--- config.mk ---
export PLATFORM = sky130hd
export DESIGN_NAME = newton_square_root
export DESIGN_NICKNAME = d
export VERILOG_FILES = /design/src/rtl/core/nsr_pkg.sv /design/src/rtl/core/nsr_divider.sv /design/src/rtl/core/newton_square_root.sv
export VERILOG_INCLUDE_DIRS = /design/src /design/src/rtl/core
export SDC_FILE = /design/constraint.sdc
export NUM_CORES = 1
export LEC_CHECK = 0
export ABC_CLOCK_PERIOD_IN_PS = 7000
export BUFFER_PORTS_ARGS = -buffer_cell sky130_fd_sc_hd__buf_2
export CORE_UTILIZATION = 56
export DETAILED_ROUTE_END_ITERATION = 8
export HOLD_SLACK_MARGIN = 0.05
export PLACE_DENSITY = 0.84
export SLEW_MARGIN = 20
export SYNTH_ARGS = -nofsm -noshare
export SYNTH_HDL_FRONTEND = slang
export SYNTH_SLANG_ARGS = --single-unit
--- constraint.sdc ---
create_clock -name clk -period 7 [get_ports clk]
set_clock_uncertainty 0.15 [all_clocks]
set_input_delay 0.7 -clock clk [delete_from_list [all_inputs] [get_ports clk]]
set_output_delay 0.7 -clock clk [all_outputs]
set_load 0.01 [all_outputs]
--- src/rtl/core/newton_square_root_defines.svh ---
// ----------------------------------------------------------------------------
// newton_square_root_defines.svh
// Assertion macros shared by the square root core.
// ----------------------------------------------------------------------------
`ifndef NEWTON_SQUARE_ROOT_DEFINES_SVH
`define NEWTON_SQUARE_ROOT_DEFINES_SVH

// Same-cycle implication, checked on every rising edge outside reset.
`define NSR_ASSERT_NOW(lbl, ante, cons) \
    lbl: assert property (@(posedge clk) disable iff (!rst_n) (ante) |-> (cons)) \
        else $error("nsr same-cycle check failed");

// Next-cycle implication, checked on every rising edge outside reset.
`define NSR_ASSERT_NEXT(lbl, ante, cons) \
    lbl: assert property (@(posedge clk) disable iff (!rst_n) (ante) |=> (cons)) \
        else $error("nsr next-cycle check failed");

`endif

--- src/rtl/core/nsr_pkg.sv ---
// ----------------------------------------------------------------------------
// nsr_pkg
// Types and fixed constants of the Newton-Raphson square root core.
// ----------------------------------------------------------------------------
package nsr_pkg;

    localparam int X_W     = 32;   // operand and estimate width
    localparam int ROOT_W  = 25;   // result root width
    localparam int COUNT_W = 6;    // result iteration count width
    localparam int TOL_W   = 16;   // tolerance register width
    localparam int DATA_W  = 32;   // APB data width
    localparam int ADDR_W  = 3;    // APB byte address width
    localparam int IDX_W   = ADDR_W - 2;

    localparam logic [IDX_W-1:0] IDX_TOLERANCE = '0;
    localparam logic [TOL_W-1:0] TOL_RESET     = TOL_W'(1);

    localparam logic [ROOT_W-1:0]  ROOT_MAX  = '1;
    localparam logic [COUNT_W-1:0] COUNT_MAX = '1;

    typedef enum logic [1:0] {
        S_IDLE,
        S_CHECK,
        S_DIV,
        S_DONE
    } nsr_state_t;

endpackage

--- src/rtl/core/nsr_divider.sv ---
// ----------------------------------------------------------------------------
// nsr_divider
// Restoring divider, one quotient bit per cycle.
// ----------------------------------------------------------------------------
module nsr_divider
    import nsr_pkg::*;
#(
    parameter int NUM_W = 48
)
(
    input  logic             clk,
    input  logic             rst_n,
    input  logic             start,
    input  logic [NUM_W-1:0] dividend,
    input  logic [X_W-1:0]   divisor,
    output logic             done,
    output logic [NUM_W-1:0] quotient
);

    localparam int CNT_W = $clog2(NUM_W + 1);

    logic [NUM_W-1:0] quo_reg, quo_next;
    logic [X_W-1:0]   rem_reg, rem_next;
    logic [X_W-1:0]   den_reg;
    logic [CNT_W-1:0] cnt_reg, cnt_next;
    logic             done_reg, done_next;

    logic [X_W:0] rem_shift;
    logic [X_W:0] trial;
    logic         fits;

    // Bring down the next dividend bit and try a subtract.
    assign rem_shift = {rem_reg, quo_reg[NUM_W-1]};
    assign trial     = rem_shift - {1'b0, den_reg};
    assign fits      = rem_shift >= {1'b0, den_reg};

    always_comb
    begin
        quo_next  = quo_reg;
        rem_next  = rem_reg;
        cnt_next  = cnt_reg;
        done_next = 1'b0;
        if (start)
        begin
            quo_next = dividend;
            rem_next = '0;
            cnt_next = CNT_W'(NUM_W);
        end
        else if (cnt_reg != '0)
        begin
            quo_next  = {quo_reg[NUM_W-2:0], fits};
            rem_next  = fits ? trial[X_W-1:0] : rem_shift[X_W-1:0];
            cnt_next  = cnt_reg - CNT_W'(1);
            done_next = (cnt_reg == CNT_W'(1));
        end
    end

    always_ff @(posedge clk or negedge rst_n)
    begin
        if (!rst_n)
        begin
            cnt_reg  <= '0;
            done_reg <= 1'b0;
        end
        else
        begin
            cnt_reg  <= cnt_next;
            done_reg <= done_next;
        end
    end

    always_ff @(posedge clk)
    begin
        quo_reg <= quo_next;
        rem_reg <= rem_next;
        if (start)
        begin
            den_reg <= divisor;
        end
    end

    assign done     = done_reg;
    assign quotient = quo_reg;

endmodule

--- src/rtl/core/newton_square_root.sv ---
// ----------------------------------------------------------------------------
// newton_square_root
// Newton-Raphson square root of an unsigned fixed-point operand.
// ----------------------------------------------------------------------------
// Takes one unsigned operand x_value with FRAC_BITS fraction bits (Q16.16 by
// default) and returns its square root in the same format. The estimate starts
// at the larger of x and 1.0; each iteration replaces it with the floor of
// (y + floor(x * 2^FRAC_BITS / y)) / 2, and iteration ends once two successive
// estimates differ by no more than the tolerance register (APB byte address 0,
// low 16 bits, reset 1), or after MAX_ITERATIONS iterations, in which case
// cap_reached is set. The root saturates at 2^25 - 1 and iterations_used at 63.
// One shared restoring divider of 32 + FRAC_BITS quotient bits does all the
// divisions, one bit per cycle; each iteration is a check state followed by
// the divide state. A typical Q16.16 operand needs about 5 to 20
// iterations.
// in_ready is high only while the core is idle; a finished word waits in the
// output register, so the next operand can be taken while it is unclaimed.
// ----------------------------------------------------------------------------
`include "newton_square_root_defines.svh"

module newton_square_root
    import nsr_pkg::*;
#(
    parameter int FRAC_BITS      = 16,
    parameter int MAX_ITERATIONS = 32
)
(
    input  logic               clk,
    input  logic               rst_n,

    // configuration port
    input  logic               psel,
    input  logic               penable,
    input  logic               pwrite,
    input  logic [ADDR_W-1:0]  paddr,
    input  logic [DATA_W-1:0]  pwdata,
    output logic [DATA_W-1:0]  prdata,
    output logic               pready,

    // operand channel
    input  logic               in_valid,
    output logic               in_ready,
    input  logic [X_W-1:0]     x_value,

    // result channel
    output logic               out_valid,
    input  logic               out_ready,
    output logic [ROOT_W-1:0]  root,
    output logic [COUNT_W-1:0] iterations_used,
    output logic               cap_reached
);

    localparam int NUM_W = X_W + FRAC_BITS;              // width of x << FRAC_BITS
    localparam int IT_W  = $clog2(MAX_ITERATIONS + 1);   // iteration counter width
    // reported iteration count when the cap stops iteration
    localparam int CAP_COUNT = (MAX_ITERATIONS > int'(COUNT_MAX)) ?
                               int'(COUNT_MAX) : MAX_ITERATIONS;

    // ------------------------------------------------------------------
    // Configuration register
    // ------------------------------------------------------------------
    logic [TOL_W-1:0] tol_reg;
    logic             cfg_write;
    logic             cfg_hit;

    assign pready    = 1'b1;
    assign cfg_hit   = (paddr[ADDR_W-1:2] == IDX_TOLERANCE);
    assign cfg_write = psel && penable && pwrite && pready;
    assign prdata    = cfg_hit ? {{(DATA_W-TOL_W){1'b0}}, tol_reg} : '0;

    always_ff @(posedge clk or negedge rst_n)
    begin
        if (!rst_n)
        begin
            tol_reg <= TOL_RESET;
        end
        else if (cfg_write && cfg_hit)
        begin
            tol_reg <= pwdata[TOL_W-1:0];
        end
    end

    // ------------------------------------------------------------------
    // Sequencer
    // ------------------------------------------------------------------
    nsr_state_t state_reg, state_next;

    logic [X_W-1:0]  x_reg;
    logic [X_W-1:0]  y_reg;
    logic [X_W-1:0]  z_reg;
    logic [IT_W-1:0] iters_reg;
    logic            cap_reg;

    logic             out_valid_reg;
    logic [ROOT_W-1:0]  root_reg;
    logic [COUNT_W-1:0] count_reg;
    logic             cap_out_reg;

    logic             div_start;
    logic             div_done;
    logic [NUM_W-1:0] div_quo;

    logic            accept;
    logic            load_out;
    logic [X_W-1:0]  diff;
    logic            not_settled;
    logic            at_cap;
    logic [NUM_W:0]  sum;
    logic [NUM_W-1:0] q_safe;
    logic [X_W-1:0]  y_start;
    logic [X_W-1:0]  one_fx;
    logic [IT_W+COUNT_W-1:0] iters_ext;

    assign accept = in_valid && in_ready;

    // 1.0 in the operand format
    assign one_fx  = X_W'(1) << FRAC_BITS;
    assign y_start = (x_value < one_fx) ? one_fx : x_value;

    // Convergence test on the two latest estimates.
    assign diff        = (y_reg >= z_reg) ? (y_reg - z_reg) : (z_reg - y_reg);
    assign not_settled = diff > {{(X_W-TOL_W){1'b0}}, tol_reg};
    assign at_cap      = iters_reg >= IT_W'(MAX_ITERATIONS);

    // Division by zero only arises for a zero operand: take the quotient as 0.
    // The estimate never outgrows X_W bits, so the top of the sum is dropped.
    assign q_safe = (z_reg == '0) ? '0 : div_quo;
    assign sum    = {{(NUM_W-X_W+1){1'b0}}, z_reg} + {1'b0, q_safe};

    assign iters_ext = {{COUNT_W{1'b0}}, iters_reg};

    // Next state
    always_comb
    begin
        state_next = state_reg;
        case (state_reg)
            S_IDLE:
            begin
                if (accept)
                begin
                    state_next = S_CHECK;
                end
            end
            S_CHECK:
            begin
                if (!not_settled || at_cap)
                begin
                    state_next = S_DONE;
                end
                else
                begin
                    state_next = S_DIV;
                end
            end
            S_DIV:
            begin
                if (div_done)
                begin
                    state_next = S_CHECK;
                end
            end
            S_DONE:
            begin
                if (!out_valid_reg || out_ready)
                begin
                    state_next = S_IDLE;
                end
            end
            default:
            begin
                state_next = S_IDLE;
            end
        endcase
    end

    // Control outputs
    always_comb
    begin
        in_ready  = 1'b0;
        div_start = 1'b0;
        load_out  = 1'b0;
        case (state_reg)
            S_IDLE:
            begin
                in_ready = 1'b1;
            end
            S_CHECK:
            begin
                div_start = not_settled && !at_cap;
            end
            S_DIV:
            begin
            end
            S_DONE:
            begin
                load_out = !out_valid_reg || out_ready;
            end
            default:
            begin
            end
        endcase
    end

    always_ff @(posedge clk or negedge rst_n)
    begin
        if (!rst_n)
        begin
            state_reg <= S_IDLE;
            iters_reg <= '0;
            cap_reg   <= 1'b0;
        end
        else
        begin
            state_reg <= state_next;
            if (accept)
            begin
                iters_reg <= '0;
                cap_reg   <= 1'b0;
            end
            else if (state_reg == S_CHECK)
            begin
                if (div_start)
                begin
                    iters_reg <= iters_reg + IT_W'(1);
                end
                // another step wanted but the budget is spent
                cap_reg <= not_settled && at_cap;
            end
        end
    end

    // Estimate registers
    always_ff @(posedge clk)
    begin
        if (accept)
        begin
            x_reg <= x_value;
            y_reg <= y_start;
            z_reg <= '0;
        end
        else if (div_start)
        begin
            z_reg <= y_reg;
        end
        else if ((state_reg == S_DIV) && div_done)
        begin
            y_reg <= sum[X_W:1];
        end
    end

    // Shared divider: (x << FRAC_BITS) / z
    nsr_divider #(
        .NUM_W (NUM_W)
    ) u_div (
        .clk      (clk),
        .rst_n    (rst_n),
        .start    (div_start),
        .dividend ({x_reg, {FRAC_BITS{1'b0}}}),
        .divisor  (y_reg),
        .done     (div_done),
        .quotient (div_quo)
    );

    // ------------------------------------------------------------------
    // Output register: hold the word until it is taken
    // ------------------------------------------------------------------
    always_ff @(posedge clk or negedge rst_n)
    begin
        if (!rst_n)
        begin
            out_valid_reg <= 1'b0;
        end
        else if (load_out)
        begin
            out_valid_reg <= 1'b1;
        end
        else if (out_ready)
        begin
            out_valid_reg <= 1'b0;
        end
    end

    always_ff @(posedge clk)
    begin
        if (load_out)
        begin
            root_reg    <= (y_reg > X_W'(ROOT_MAX)) ? ROOT_MAX : y_reg[ROOT_W-1:0];
            count_reg   <= (iters_ext > (IT_W+COUNT_W)'(COUNT_MAX)) ?
                           COUNT_MAX : iters_ext[COUNT_W-1:0];
            cap_out_reg <= cap_reg;
        end
    end

    assign out_valid       = out_valid_reg;
    assign root            = root_reg;
    assign iterations_used = count_reg;
    assign cap_reached     = cap_out_reg;

    // ------------------------------------------------------------------
    // Assertions
    // ------------------------------------------------------------------
    `NSR_ASSERT_NEXT(a_accept_starts_check, accept, state_reg == S_CHECK)
    `NSR_ASSERT_NOW(a_div_done_in_div, div_done, state_reg == S_DIV)
    `NSR_ASSERT_NOW(a_iters_in_budget, 1'b1, iters_reg <= IT_W'(MAX_ITERATIONS))
    `NSR_ASSERT_NOW(a_cap_full_count, out_valid_reg && cap_out_reg, count_reg == COUNT_W'(CAP_COUNT))

endmodule

==> results of run 1 <==
timing repair:
item                       in CTS  in global routing
gates resized for setup         0                  7
setup endpoints to repair       0                191
setup buffers                   0                  0
power by group:
group          internal [mW]  total (mW)  switching, mW
Clock                  0.935        1.59          0.654
Sequential              2.44        2.89          0.455
Combinational           2.87        6.87           4.00
Total                   6.24        11.4           5.11
worst register-to-register path: cells and delay by family (launching register included):
family | cells | cell delay (ns)
fa+ha+maj | 3 | 0.93
compound gates | 10 | 1.51
xor+xnor | 1 | 0.15
simple gates | 9 | 2.47
buf+inv | 6 | 0.99
flops | 1 | 0.38
kinds of logic (layout without fill, tap and decap cells):
family | count (synthesis) | after routing | synth area share, %
multiplexers | 96 | 96 | 5.48
XOR/XNOR | 84 | 84 | 4.08
buffers and inverters | 291 | 406 | 6.79
other | 2 | 17 | 0.0417
adder cells (fa/ha/maj) | 150 | 150 | 10.6
AO/OA/AOI/OAI | 470 | 470 | 16.6
flip-flops | 273 | 273 | 40.1
AND/OR/NAND/NOR | 604 | 604 | 16.3
routing by layer:
layer	vias up	track usage (%)
met3	74	3.91
li1	7165	-
met5	-	0
met4	0	9.32
met2	511	49.1
met1	7063	37.2
stage by stage:
stage                     instance area, um2  power, mW
after CTS                              20200       11.2
after floorplan                        18100       7.74
final                                  20200       11.4
after detailed placement               19200       9.61
after global routing                   20200       12.2
after global placement                 19200       9.38
layout by cell type (no fill, tap or decap), types with 32 or more instances in the layout:
master	Yosys	routed
nand2_1	198	196
edfxtp_1	160	160
mux2i_1	75	75
ha_1	146	146
a21o_1	47	47
xnor2_1	52	52
buf_4	17	59
dfrtp_1	32	32
o21ai_0	101	100
inv_1	180	179
nor2_1	147	145
nor2b_1	46	45
a211oi_1	37	36
buf_2	19	105
xor2_1	32	32
nand3_1	48	48
dfxtp_1	80	80
a21oi_1	164	161
layout make-up:
type,count,area [um2]
fill,2567,11400
multi-input combinational,1421,9710
sequential,273,7230
timing repair buffer,170,1090
clock buffer,40,818
inverter,180,676
tap,402,503
clock inverter,16,188
worst max-delay path by stage:
stage	slack (ns)	depth (start not counted)	start	to
2_1_floorplan	0.01	30	y_reg[0]	u_div.quotient[16]
3_3_place_gp	0.33	29	y_reg[0]	z_reg[1]
3_5_place_dp	0.23	29	y_reg[0]	z_reg[1]
4_1_cts	0.12	29	y_reg[0]	u_div.rem_reg[2]
5_1_grt	-0.01	28	z_reg[9]	u_div.rem_reg[2]
6_report	0.31	29	y_reg[0]	u_div.rem_reg[2]
==> impl_metrics.tcl, run 1 <==
set metrics [dict create \
    status "finished, final reports clean" \
    die_h_um 181 \
    rows 65 \
    yosysSeqAreaShare_pct 40.1 \
    ios 141 \
    grt_pass1_wl_um 75100 \
    dr.pass1.iters 5 \
    wl_met2_um 23000 \
    relSlewSlack_pct 29.4 \
    ant_nets 0 \
    ff2ff_setup_slack_ns 0.31 \
    ys.flop_type "edfxtp_1" \
    fp.dieW_um 181 \
    insertedDiodeCount 0 \
    gp_congestion 0.952 \
    drc 0 \
    clk_latency_ns 0.58 \
    crit_slowest_cell "or4b_2" \
    topRoutingLayerUsed "met4" \
    final.setup.worst_slack_ns 0.306 \
    numCtsBuffers 30 \
    min_path_type "input port to async pin" \
    antenna_found_initial 0 \
    largest_register_ffs 48 \
    yosysMostFrequentCell "nand2_1" \
    placedCellCount 2446 \
    cts_num_sinks 273 \
    area_growth_syn_to_layout_pct 12.1 \
    worstRegToRegCells 29 \
    avgSynthCellArea_um2 9.15 \
    clock.fmax_ghz 0.149 \
    ys_top_cells_by_area "edfxtp_1 27%, ha_1 10%, dfxtp_1 8.9%, a21oi_1 4.6%, dfrtp_1 4.4%" \
    finalSetupTns_ns 0 \
    required_ns 7.33 \
    synthTopCellsByCount "198 x nand2_1, 180 x inv_1, 164 x a21oi_1, 160 x edfxtp_1, 147 x nor2_1" \
    yosysTopAreaCell "edfxtp_1" \
    initial_core_util_pct 57.0 \
    synth-edff-count 160 \
    maxCapViolations 0 \
    synth_top_area_share_pct 26.6 \
    crit_fanout 43 \
    gr-total-overflow 0 \
    routedLengthMet1_um 20000 \
    hpwl_um 36300 \
    place.port_buffers 105 \
    period_share_pct 95.6 \
    grt_util_all_layers_pct 28.6 \
    hold_viol 0 \
    worstSetupPathType "flop to flop" \
    wl_per_cell_um 18.9 \
    critPathArrivalTime_ns 7.02 \
    fin_hold_ws_ns 0.0862 \
    grt_max_degree 86 \
    met3_wirelength_um 2900 \
    core_area_um2 31600 \
    final_core_util_pct 63.9 \
    clk_path_buf_depth 3 \
    worstReg2RegStart "y_reg[0]" \
    max_stage_delay_ns 0.57 \
    place_ws_ns 0.230 \
    p_leak_nw 8.75 \
    ys_ff_latch 273 \
    peakVddDrop_mv 0.324 \
    power.density_nw_per_um2 562 \
    drt_iter0_drc 1383 \
    synthDistinctLibCells 82 \
    end_kind "flop" \
    async_flop_share_pct 12.1 \
    synth_area_um2 18000 \
    grt_pass1_vias 14428 \
    start_kind "flop" \
    cp_num_buf_inv 6 \
    cts_root_buf "clkbuf_16" \
    final_layout_size_suffix_gt1_share_pct 14.1 \
    routed_wl_um 47300 \
    ys_warn_count 0 \
    htree_levels 1 \
    fin_crit_ns 6.69 \
    worstMarginPinSlew_ns 1.06 \
    synthCells 1970 \
    fin_nets 2300 \
    post_layout_nonfiller_instances 2502 \
    cts_hold_buffers 0 \
    cts_tree "done" \
    path_clk_slew_ns 0.07 \
    r2r-end "u_div.rem_reg[2]" \
    finalSetupViolations 0 \
    fp.dieArea_um2 32900 \
    vias_per_cell 5.92 \
    finalMaxSlewViolations 0 \
    via_count 14813 \
    critical_path.top_delay_family "simple AND/OR/NAND/NOR gates" \
]
(Power assumes the default switching activity.)
==> run 2, diff against run 1 <==
ABC_AREA = 1   (was unset)
==> run 2 against run 1 <==
Against the previous run:
- worst hold slack better by 0.0016 ns
- cell count up 34%
- die area increased by 8.6%
- largest power group is now registers
==> impl_metrics.tcl, run 2 <==
set metrics [dict create \
    status "finished, final reports clean" \
    period_share_pct 87.4 \
    clock.fmax_ghz 0.163 \
    synthTopCellsByCount "876 x nand2_1, 425 x inv_1, 225 x nor2_1, 220 x nand3_1, 165 x a21oi_1" \
    ys_warn_count 0 \
    finalSetupTns_ns 0 \
    post_dp_cell_area_um2 20400 \
    cts_root_buf "clkbuf_16" \
    hold_viol 0 \
    yosysMostFrequentCell "nand2_1" \
    routed_wl_um 55900 \
    finalMaxSlewViolations 0 \
    worstMarginPinSlew_ns 1.10 \
    dr.pass1.iters 6 \
    ys.flop_type "edfxtp_1" \
    start_kind "flop" \
    area_growth_syn_to_layout_pct 9.39 \
    grt_util_all_layers_pct 31.3 \
    synth_top_area_share_pct 24.5 \
    synthDistinctLibCells 50 \
    p_leak_nw 11.0 \
    yosysTopAreaCell "edfxtp_1" \
    drt_iter0_drc 1257 \
    path_common_cell "nand2_1" \
    avgSynthCellArea_um2 7.02 \
    synth_area_um2 19600 \
    fin_crit_ns 6.12 \
    relSlewSlack_pct 26.4 \
    cp_num_buf_inv 5 \
    multiInputGateArea_um2 10300 \
    path_clk_slew_ns 0.06 \
    ios 141 \
    async_flop_share_pct 12.1 \
    end_kind "flop" \
    synth-edff-count 160 \
    clk_latency_ns 0.58 \
    place.port_buffers 105 \
    largest_register_ffs 48 \
    p_sw_share_pct 21.8 \
    gr-total-overflow 0 \
    ys_top_cells_by_area "edfxtp_1 25%, nand2_1 17%, ha_1 9.3%, dfxtp_1 8.2%, inv_1 8.1%" \
    hpwl_um 44300 \
    fp.dieW_um 189 \
    ff2ff_setup_slack_ns 0.88 \
    pwr-share-comb_pct 3.7 \
    cts_tree "done" \
    critPathArrivalTime_ns 6.42 \
    yosysSeqAreaShare_pct 36.9 \
    die_h_um 189 \
    worstSetupPathType "flop to flop" \
    worstRegToRegCells 32 \
    mostFrequentLayoutCells "875 x nand2_1, 425 x inv_1, 222 x nor2_1" \
    crit_fanout 85 \
    worstReg2RegStart "y_reg[0]" \
    p_switching_uw 754 \
    initial_core_util_pct 56.9 \
    maxCapViolations 0 \
    final_layout_size_suffix_gt1_share_pct 7.78 \
    fillers 3186 \
    htree_levels 1 \
    rows 68 \
    seqPwrFrac_pct 49.5 \
    finalSetupViolations 0 \
    insertedDiodeCount 0 \
    r2r-end "iters_reg[3]" \
    grt_pass1_vias 17328 \
    required_ns 7.30 \
    regArea_um2 7230 \
    cts-resized-gates 0 \
    clk_path_buf_depth 3 \
    power.density_nw_per_um2 161 \
    min_path_type "input port to async pin" \
    peakVddDrop_mv 0.205 \
    grt_max_degree 86 \
    fin_nets 3091 \
    mostFrequentLayoutCell "nand2_1" \
    numCtsBuffers 31 \
    antenna_found_initial 1 \
    core_area_um2 34500 \
    grt_pass1_wl_um 88700 \
    crit_slowest_cell "edfxtp_1" \
    critical_path.top_delay_family "simple AND/OR/NAND/NOR gates" \
    post_cts.repair.setup_buffers 0 \
    gp_congestion 0.981 \
    via_count 18133 \
    cts_num_sinks 273 \
    intPower_mw 2.70 \
    power_frac_clock_pct 46.8 \
    ys_ff_latch 273 \
    drc 0 \
    ant_nets 0 \
    cts_hold_buffers 0 \
    max_stage_delay_ns 0.57 \
    wl_per_cell_um 16.7 \
    fp.dieArea_um2 35700 \
    fin_area_um2 21400 \
    vias_per_cell 5.42 \
    synthCells 2792 \
    rsz0062_at_grt "no" \
]
==> run 2: changes by cell type after synthesis, sizes merged, moves of 40 or more <==
| cell | previous run | this run |
|---|---|---|
| nand2 | 198 | 879 |
| inv | 180 | 449 |
| nand3 | 48 | 221 |
| nor2 | 148 | 229 |
| mux2i | 75 | 1 |
| nor2b | 46 | 0 |
| a211oi | 43 | 3 |
==> run 2: per-layer routing <==
metal	up-vias	routed length, um	track usage (%)
li1	9064	-	-
met1	8360	23900	40.5
met2	576	26600	53.9
met3	131	3380	4.00
met4	2	2010	10.7
met5	-	16	0
==> run 2: kinds of logic (layout without fill, tap and decap cells) <==
logic type                 count (synthesis)  after routing  share of synthesized area [%]
AOI/OAI and AO/OA                        362            362                           10.1
xor gates and xnor gates                  59             59                           2.64
adders and majority gates                150            150                           9.73
buffers and inverters                    542            627                           11.2
DFF                                      273            273                           36.9
muxes                                      1              1                         0.0511
other                                      2             17                         0.0383
and+or+nand+nor                         1403           1403                           29.4
==> run 2: area by class of cell <==
| class | count | area share, % |
|---|---|---|
| Clock inverter | 22 | 0.986 |
| Clock buffer | 36 | 3.80 |
| Sequential cell | 273 | 33.7 |
| Multi-Input combinational cell | 1992 | 47.8 |
| Tap cell | 455 | 2.66 |
| Timing Repair Buffer | 120 | 3.11 |
| Inverter | 449 | 7.86 |
==> run 2: stage by stage <==
| stage | hold WS [ns] | total power [mW] | worst slack [ns] | instances | utilization, % |
|---|---|---|---|---|---|
| after global placement | 0.304 | 1.87 | 1.05 | 3288 | 59.2 |
| after CTS | 0.0963 | 3.48 | 0.926 | 3346 | 62.2 |
| after floorplan | 0.254 | 1.82 | 1.61 | 2807 | - |
| after detailed placement | 0.328 | 1.87 | 0.991 | 3288 | 59.2 |
| after global routing | 0.138 | 3.57 | 0.418 | 3347 | 62.2 |
| final | 0.0878 | 3.45 | 0.882 | 3347 | 62.2 |
==> run 2: worst max-delay path by stage <==
| stage | startpoint | to | slack (ns) | cells past startpoint |
|---|---|---|---|---|
| after floorplan | y_reg[0] | u_div.quotient[16] | 1.61 | 32 |
| after global placement | y_reg[0] | iters_reg[4] | 1.05 | 32 |
| after detailed placement | y_reg[0] | iters_reg[5] | 0.99 | 32 |
| after CTS | y_reg[0] | iters_reg[3] | 0.93 | 32 |
| after global routing | y_reg[0] | iters_reg[3] | 0.42 | 32 |
| final | y_reg[0] | iters_reg[3] | 0.88 | 32 |
==> run 2: power by group through the flow <==
stage                     Combinational [mW]  Clock (mW)  Sequential [mW]
after CTS                              0.130        1.64             1.71
after detailed placement               0.129           0             1.74
after global routing                   0.147        1.71             1.71
after floorplan                       0.0818           0             1.74
final                                  0.129        1.62             1.71
after global placement                 0.124           0             1.74
